**config.mk**
```make
export PLATFORM = sky130hd
export DESIGN_NAME = vpp_recip
export DESIGN_NICKNAME = d
export VERILOG_FILES = /design/src/hw/rtl/vertex_perspective_projection_defines.svh /design/src/hw/rtl/vpp_pkg.sv /design/src/hw/rtl/vpp_recip.sv
export SDC_FILE = /design/constraint.sdc
export NUM_CORES = 2
export LEC_CHECK = 0
export BUFFER_PORTS_ARGS = -buffer_cell sky130_fd_sc_hd__buf_4
export CAP_MARGIN = 15
export CORE_UTILIZATION = 40
export DETAILED_ROUTE_END_ITERATION = 10
export PLACE_DENSITY = 0.63
export SLEW_MARGIN = 20
export SYNTH_ARGS = -nofsm -noshare
export SYNTH_HDL_FRONTEND = slang
export SYNTH_SLANG_ARGS = --single-unit
```
**constraint.sdc**
```tcl
create_clock -name clk -period 18.7 [get_ports clk]
set_clock_uncertainty 0.05 [all_clocks]
set_input_delay 0.935 -clock clk [delete_from_list [all_inputs] [get_ports clk]]
set_output_delay 0.935 -clock clk [all_outputs]
set_load 0.1 [all_outputs]
```
**src/hw/rtl/vertex_perspective_projection_defines.svh**
```systemverilog
// assertion macros shared by the projection pipeline
`ifndef VERTEX_PERSPECTIVE_PROJECTION_DEFINES_SVH
`define VERTEX_PERSPECTIVE_PROJECTION_DEFINES_SVH

// same-cycle implication
`define VPP_ASSERT_IMPL(label, clk, rst_n, ante, cons) \
label: assert property (@(posedge clk) disable iff (!rst_n) (ante) |-> (cons)) \
    else $error("vpp same-cycle check failed");

// next-cycle implication
`define VPP_ASSERT_NEXT(label, clk, rst_n, ante, cons) \
label: assert property (@(posedge clk) disable iff (!rst_n) (ante) |=> (cons)) \
    else $error("vpp next-cycle check failed");

`endif

```
**src/hw/rtl/vpp_pkg.sv**
```systemverilog
// shared types, widths and defaults of the vertex projection pipeline
`default_nettype none
package vpp_pkg;

    localparam int CFG_IDX_W  = 3;
    localparam int CFG_DATA_W = 32;

    localparam int DEF_SCREEN_WIDTH  = 640;
    localparam int DEF_SCREEN_HEIGHT = 480;
    localparam int DEF_PIXEL_SCALE   = 512;
    localparam int DEF_NEAR_MILLI    = 10;
    localparam int DEF_RECIP_ENTRIES = 65536;

    localparam int CAM_W   = 33;
    localparam int RX_W    = 36;
    localparam int RY_W    = 39;
    localparam int DIST_W  = 42;
    localparam int DEPTH_W = 31;
    localparam int QUOT_W  = 27;
    localparam int RECIP_W = 26;

    typedef enum logic [CFG_IDX_W-1:0] {
        CFG_CAM_X,
        CFG_CAM_Z,
        CFG_DIR_X,
        CFG_DIR_Z,
        CFG_EYE_HEIGHT,
        CFG_TILT_COS,
        CFG_TILT_SIN,
        CFG_LOOK_OFFSET
    } cfg_reg_t;

    typedef struct packed {
        logic signed [31:0] cam_x;
        logic signed [31:0] cam_z;
        logic signed [15:0] dir_x;
        logic signed [15:0] dir_z;
        logic signed [31:0] eye_height;
        logic signed [15:0] tilt_cos;
        logic signed [15:0] tilt_sin;
        logic signed [31:0] look_offset;
    } cfg_t;

    typedef struct packed {
        logic [15:0] shade;
        logic [15:0] tex_v;
        logic [15:0] tex_u;
    } attr_t;

    typedef struct packed {
        logic signed [RX_W-1:0] rot_x;
        logic signed [RY_W-1:0] rot_y;
        logic [DEPTH_W-1:0]     depth;
        attr_t                  attr;
    } side_t;

endpackage
`default_nettype wire

```
**src/hw/rtl/vpp_recip.sv**
```systemverilog
// depth quantisation and pipelined reciprocal divider
`default_nettype none
module vpp_recip #(
    parameter int RECIP_ENTRIES = vpp_pkg::DEF_RECIP_ENTRIES
) (
    input  logic                              clk,
    input  logic                              rst_n,
    input  logic                              in_valid,
    output logic                              in_ready,
    input  logic signed [vpp_pkg::RX_W-1:0]   rot_x,
    input  logic signed [vpp_pkg::RY_W-1:0]   rot_y,
    input  logic [vpp_pkg::DIST_W-1:0]        view_dist,
    input  vpp_pkg::attr_t                    in_attr,
    output logic                              out_valid,
    input  logic                              out_ready,
    output logic [vpp_pkg::RECIP_W-1:0]       recip,
    output vpp_pkg::side_t                    out_side
);
    import vpp_pkg::*;

    localparam int IW    = $clog2(RECIP_ENTRIES);
    localparam int DB    = 4;
    localparam int DS    = (QUOT_W + DB - 1) / DB;
    localparam int NR    = DS + 3;
    localparam int MUL_W = DIST_W + 10;
    localparam int TQ_W  = MUL_W - 16;
    localparam logic [QUOT_W-1:0] DIVIDEND = QUOT_W'(131072000);

    logic [NR-1:0] vld_reg;
    logic [NR:0]   adv;
    side_t         side_reg [NR];

    logic [MUL_W-1:0]   mul_reg;
    logic [IW-1:0]      idx_reg;
    logic [IW-1:0]      rem_reg [DS];
    logic [IW-1:0]      d_reg   [DS];
    logic [QUOT_W-1:0]  q_reg   [DS];
    logic [RECIP_W-1:0] recip_reg;

    logic [IW-1:0]      rem_next [DS];
    logic [IW-1:0]      d_next   [DS];
    logic [QUOT_W-1:0]  q_next   [DS];
    logic [TQ_W-1:0]    tq;
    logic [IW-1:0]      idx_next;
    logic [DEPTH_W-1:0] depth_next;
    logic [QUOT_W:0]    q_round;

    always_comb
    begin
        adv[NR] = out_ready;
        for (int i = NR - 1; i >= 0; i--)
        begin
            adv[i] = !vld_reg[i] || adv[i+1];
        end
    end

    always_ff @(posedge clk or negedge rst_n)
    begin
        if (!rst_n)
        begin
            vld_reg <= '0;
        end
        else
        begin
            if (adv[0])
            begin
                vld_reg[0] <= in_valid;
            end
            for (int i = 1; i < NR; i++)
            begin
                if (adv[i])
                begin
                    vld_reg[i] <= vld_reg[i-1];
                end
            end
        end
    end

    always_comb
    begin
        depth_next = (view_dist > DIST_W'(32'h7FFF_FFFF)) ? DEPTH_W'(31'h7FFF_FFFF)
                                                          : view_dist[DEPTH_W-1:0];
        tq = mul_reg[MUL_W-1:16];
        if (tq > TQ_W'(RECIP_ENTRIES - 1))
        begin
            idx_next = IW'(RECIP_ENTRIES - 1);
        end
        else if (tq == '0)
        begin
            idx_next = IW'(1);
        end
        else
        begin
            idx_next = tq[IW-1:0];
        end
        q_round = {1'b0, q_reg[DS-1]} + (QUOT_W + 1)'(1);
    end

    // restoring division, DB quotient bits per stage
    always_comb
    begin
        logic [IW-1:0]     r;
        logic [IW-1:0]     d;
        logic [QUOT_W-1:0] q;
        logic [IW:0]       t;
        int                k;
        for (int j = 0; j < DS; j++)
        begin
            if (j == 0)
            begin
                r = '0;
                q = '0;
                d = idx_reg;
            end
            else
            begin
                r = rem_reg[j-1];
                q = q_reg[j-1];
                d = d_reg[j-1];
            end
            for (int b = 0; b < DB; b++)
            begin
                k = QUOT_W - 1 - j * DB - b;
                t = '0;
                if (k >= 0)
                begin
                    t = {r, DIVIDEND[k]};
                    if (t >= {1'b0, d})
                    begin
                        t    = t - {1'b0, d};
                        q[k] = 1'b1;
                    end
                    r = t[IW-1:0];
                end
            end
            rem_next[j] = r;
            q_next[j]   = q;
            d_next[j]   = d;
        end
    end

    always_ff @(posedge clk)
    begin
        if (adv[0])
        begin
            mul_reg           <= MUL_W'(view_dist) * MUL_W'(1000);
            side_reg[0].rot_x <= rot_x;
            side_reg[0].rot_y <= rot_y;
            side_reg[0].depth <= depth_next;
            side_reg[0].attr  <= in_attr;
        end
        if (adv[1])
        begin
            idx_reg <= idx_next;
        end
        for (int j = 0; j < DS; j++)
        begin
            if (adv[2+j])
            begin
                rem_reg[j] <= rem_next[j];
                q_reg[j]   <= q_next[j];
                d_reg[j]   <= d_next[j];
            end
        end
        if (adv[NR-1])
        begin
            recip_reg <= q_round[RECIP_W:1];
        end
        for (int i = 1; i < NR; i++)
        begin
            if (adv[i])
            begin
                side_reg[i] <= side_reg[i-1];
            end
        end
    end

    assign in_ready  = adv[0];
    assign out_valid = vld_reg[NR-1];
    assign recip     = recip_reg;
    assign out_side  = side_reg[NR-1];

endmodule
`default_nettype wire

```
==> out/qor.csv <==
stage;metric;value;unit
run_status;status;finished, final reports clean;
floorplanning;die_h;469;um
global_route;grt_pass1_wl;293000;um
timing;grt_setup_unrepaired;false;
floorplanning;start_util;40.2;%
placement;place.gp.congestion;0.904;
timing;finalHoldViolations;0;
min_path;holdPathEnd;side_reg[0][120];
clock_tree;clock_path_buffers;3;
setup_path;rrSetupSlack;6.07;ns
routing;avgRoutedWirePerCell;21.2;um
synth;ys_top_cells_by_count;edfxtp_1 (1921), ha_1 (509), a21oi_1 (294);
setup_path;critPathLaunchType;register;
timing;max_slew_margin;31.0;%
synth;synthArstFlopShare;0.518;%
timing;timing.final.crit_period;12.63;ns
clock_tree;post_cts_buffers;0;
timing;tightest_slew;1.04;ns
global_route;grt_usage;17.7;%
clock_tree;clk_latency;0.87;ns
synth;ys_ff_latch;1931;
clock_tree;cts_buffers;196;
floorplanning;die_w;469;um
synth;synth_top_area_cell;edfxtp_1;
clock_tree;root_buffer;clkbuf_16;
global_route;grt_remaining_overflow;0;
synth;seq_area_frac_synth;66.5;%
synth;synth_ff_type;edfxtp_1;
setup_path;end_kind;register;
synth;syn_avg_cell_area;15.1;um^2
setup_path;worstPathRequired;19.18;ns
floorplanning;die_area;0.220;mm^2
routing;initialDrtViolationCount;2907;
floorplanning;core;0.217;mm^2
placement;port_buffers;350;
routing;first_pass_iters;6;
synth;syn_inst;5758;
min_path;hold_class;input pin to register;
finish;fillers;18800;
routing;ant_nets;0;
setup_path;criticalPathCategory;register to register;
placement;dp_hpwl;144000;um
timing;setup_viol;0;
timing;max_freq;79.2;MHz
synth;yosys_warnings;0;
synth;synth_area_leaders;edfxtp_1 (66%), ha_1 (7.3%), fa_1 (3.8%), mux2_2 (2.3%), xnor2_1 (2.1%);
routing;vias;48200;
routing;drt-vias-per-instance;5.19;
global_route;grt_pass1_vias;48600;
min_path;worstHoldStart;rot_x[2];
global_route;antenna_found_initial;7;
power;p_leak;39.0;nW
power;total_power;0.0147;W
job;max_cap_viol_count;0;
setup_path;cp_max_fo;25;
finish;area_growth;14.8;%
floorplanning;rows;171;
synth;yosysUniqueCellTypes;94;
synth;synth_top_area_share;66.2;%
floorplanning;ios;351;
min_path;min_path_cells;1;
setup_path;critPathMaxStageDelay;0.75;ns
setup_path;cp_slowest_cell;and2_1;
synth;synth_edf_count;1921;
clock_tree;h-tree-depth;4;
clock_tree;ctsResizeCount;0;
global_route;grt_start_max_net_pins;108;
clock_tree;tritoncts;done;
synth;synth_most_common_cell;edfxtp_1;
finish;drive_above_1_share;14.8;%
synth;netlist_area;0.0872;mm^2
clock_tree;cts_sinks;1931;
finish;final_nets;7121;
routing;drc;0;
setup_path;r2r-end;rem_reg[2][12];
timing;period_share;67.5;%
power;ir_drop;94.1;uV
setup_path;reg2reg_from;d_reg[1][1];
timing;slew_violations;0;
finish;largest_reg_flops;1540;
clock_tree;clkSlewWorstSetupHoldPaths;0.06;ns
setup_path;arrival;13.11;ns
timing;setup-tns-final;0;ns
synth;syn_nets;6603;
routing;routed_wl;197000;um
setup_path;r2r_cells;38;
power;power_density;146;mW/mm^2
==> stage by stage <==
step                      instance area (um^2)  std cells  hold WS [ns]  utilization [%]  setup slack [ns]
after floorplan                          87200       5758         0.350                -              1.83
after global placement                   93500       8931         0.350             43.1              6.49
after detailed placement                 93500       8931         0.355             43.1              6.16
after CTS                               100000       9286         0.106             46.1              6.12
after global routing                    100000       9289         0.121             46.1              5.03
final                                   100000       9291         0.185             46.1              6.07
==> how the worst max path moves through the flow <==
stage / to / slack, ns / start / depth (start not counted)
3_3_place_gp: rem_reg[2][12] / 6.49 / d_reg[1][1] / 38
3_5_place_dp: rem_reg[2][12] / 6.16 / d_reg[1][1] / 38
4_1_cts: rem_reg[2][12] / 6.12 / d_reg[1][1] / 38
5_1_grt: rem_reg[2][11] / 5.03 / d_reg[1][1] / 38
6_report: rem_reg[2][12] / 6.07 / d_reg[1][1] / 38
2_1_floorplan: mul_reg[16] / 1.83 / vld_reg[9] / 6
==> repair_timing <==
item / CTS / global route
hold buffers: 1 / 0
endpoints found under the setup margin: 0 / 0
hold endpoints to repair: 10 / 0
==> critical path: cells and delay by family, from the launching register on <==
| kind | cells | cell delay (ns) |
|---|---|---|
| AO/OA/AOI/OAI | 21 | 5.90 |
| multiplexers | 1 | 0.43 |
| AND/OR/NAND/NOR | 11 | 3.90 |
| flip-flops | 1 | 0.49 |
| adder cells (fa/ha/maj) | 4 | 1.36 |
| buffers and inverters | 1 | 0.24 |
==> area by class of cell <==
| type | count | area, um^2 | area share [%] |
|---|---|---|---|
| clock inverters | 128 | 1580 | 1.58 |
| repair buffers | 389 | 2940 | 2.93 |
| inverters | 277 | 1070 | 1.07 |
| diodes | 5 | 12.5 | 0.0125 |
| flip-flops and latches | 1931 | 57900 | 57.9 |
| clock buffers | 226 | 5050 | 5.04 |
| well taps | 2854 | 3570 | 3.57 |
| multi-input cells | 3481 | 28000 | 27.9 |
==> where the power goes <==
part	switching, W	internal (W)
clock network	0.00166	0.00230
logic	0.00275	0.00162
registers	0.000318	0.00601
total	0.00473	0.00993
==> metal layers <==
metal | share of wire, % | track usage, % | vias to the layer above
li1 | - | - | 23000
met1 | 43 | 22.6 | 23900
met2 | 49 | 30.1 | 1054
met3 | 4.4 | 2.88 | 312
met4 | 3.3 | 6.48 | 2
met5 | 0.0046 | 0 | -
==> placed cells by master (no fill, tap or decap), types with 175 or more instances in the layout <==
cell,count
edfxtp_1,1921
ha_1,509
buf_4,387
a21oi_1,294
nor2_1,282
nand2_1,265
inv_1,265
o21ai_0,246
xnor2_1,211
clkbuf_16,197
mux2_2,175
==> kinds of logic (layout without fill, tap and decap cells) <==
| kind of cell | after synthesis | count (layout) | share of synthesized area [%] |
|---|---|---|---|
| compound gates | 1087 | 1087 | 8.11 |
| xor+xnor | 336 | 336 | 3.38 |
| fa+ha+maj | 676 | 676 | 11.1 |
| buf+inv | 346 | 1020 | 1.54 |
| flops | 1931 | 1931 | 66.5 |
| mux | 214 | 214 | 2.74 |
| other cells | 0 | 5 | 0 |
| simple gates | 1168 | 1168 | 6.64 |
No activity file was read; power rests on OpenSTA's default activity.
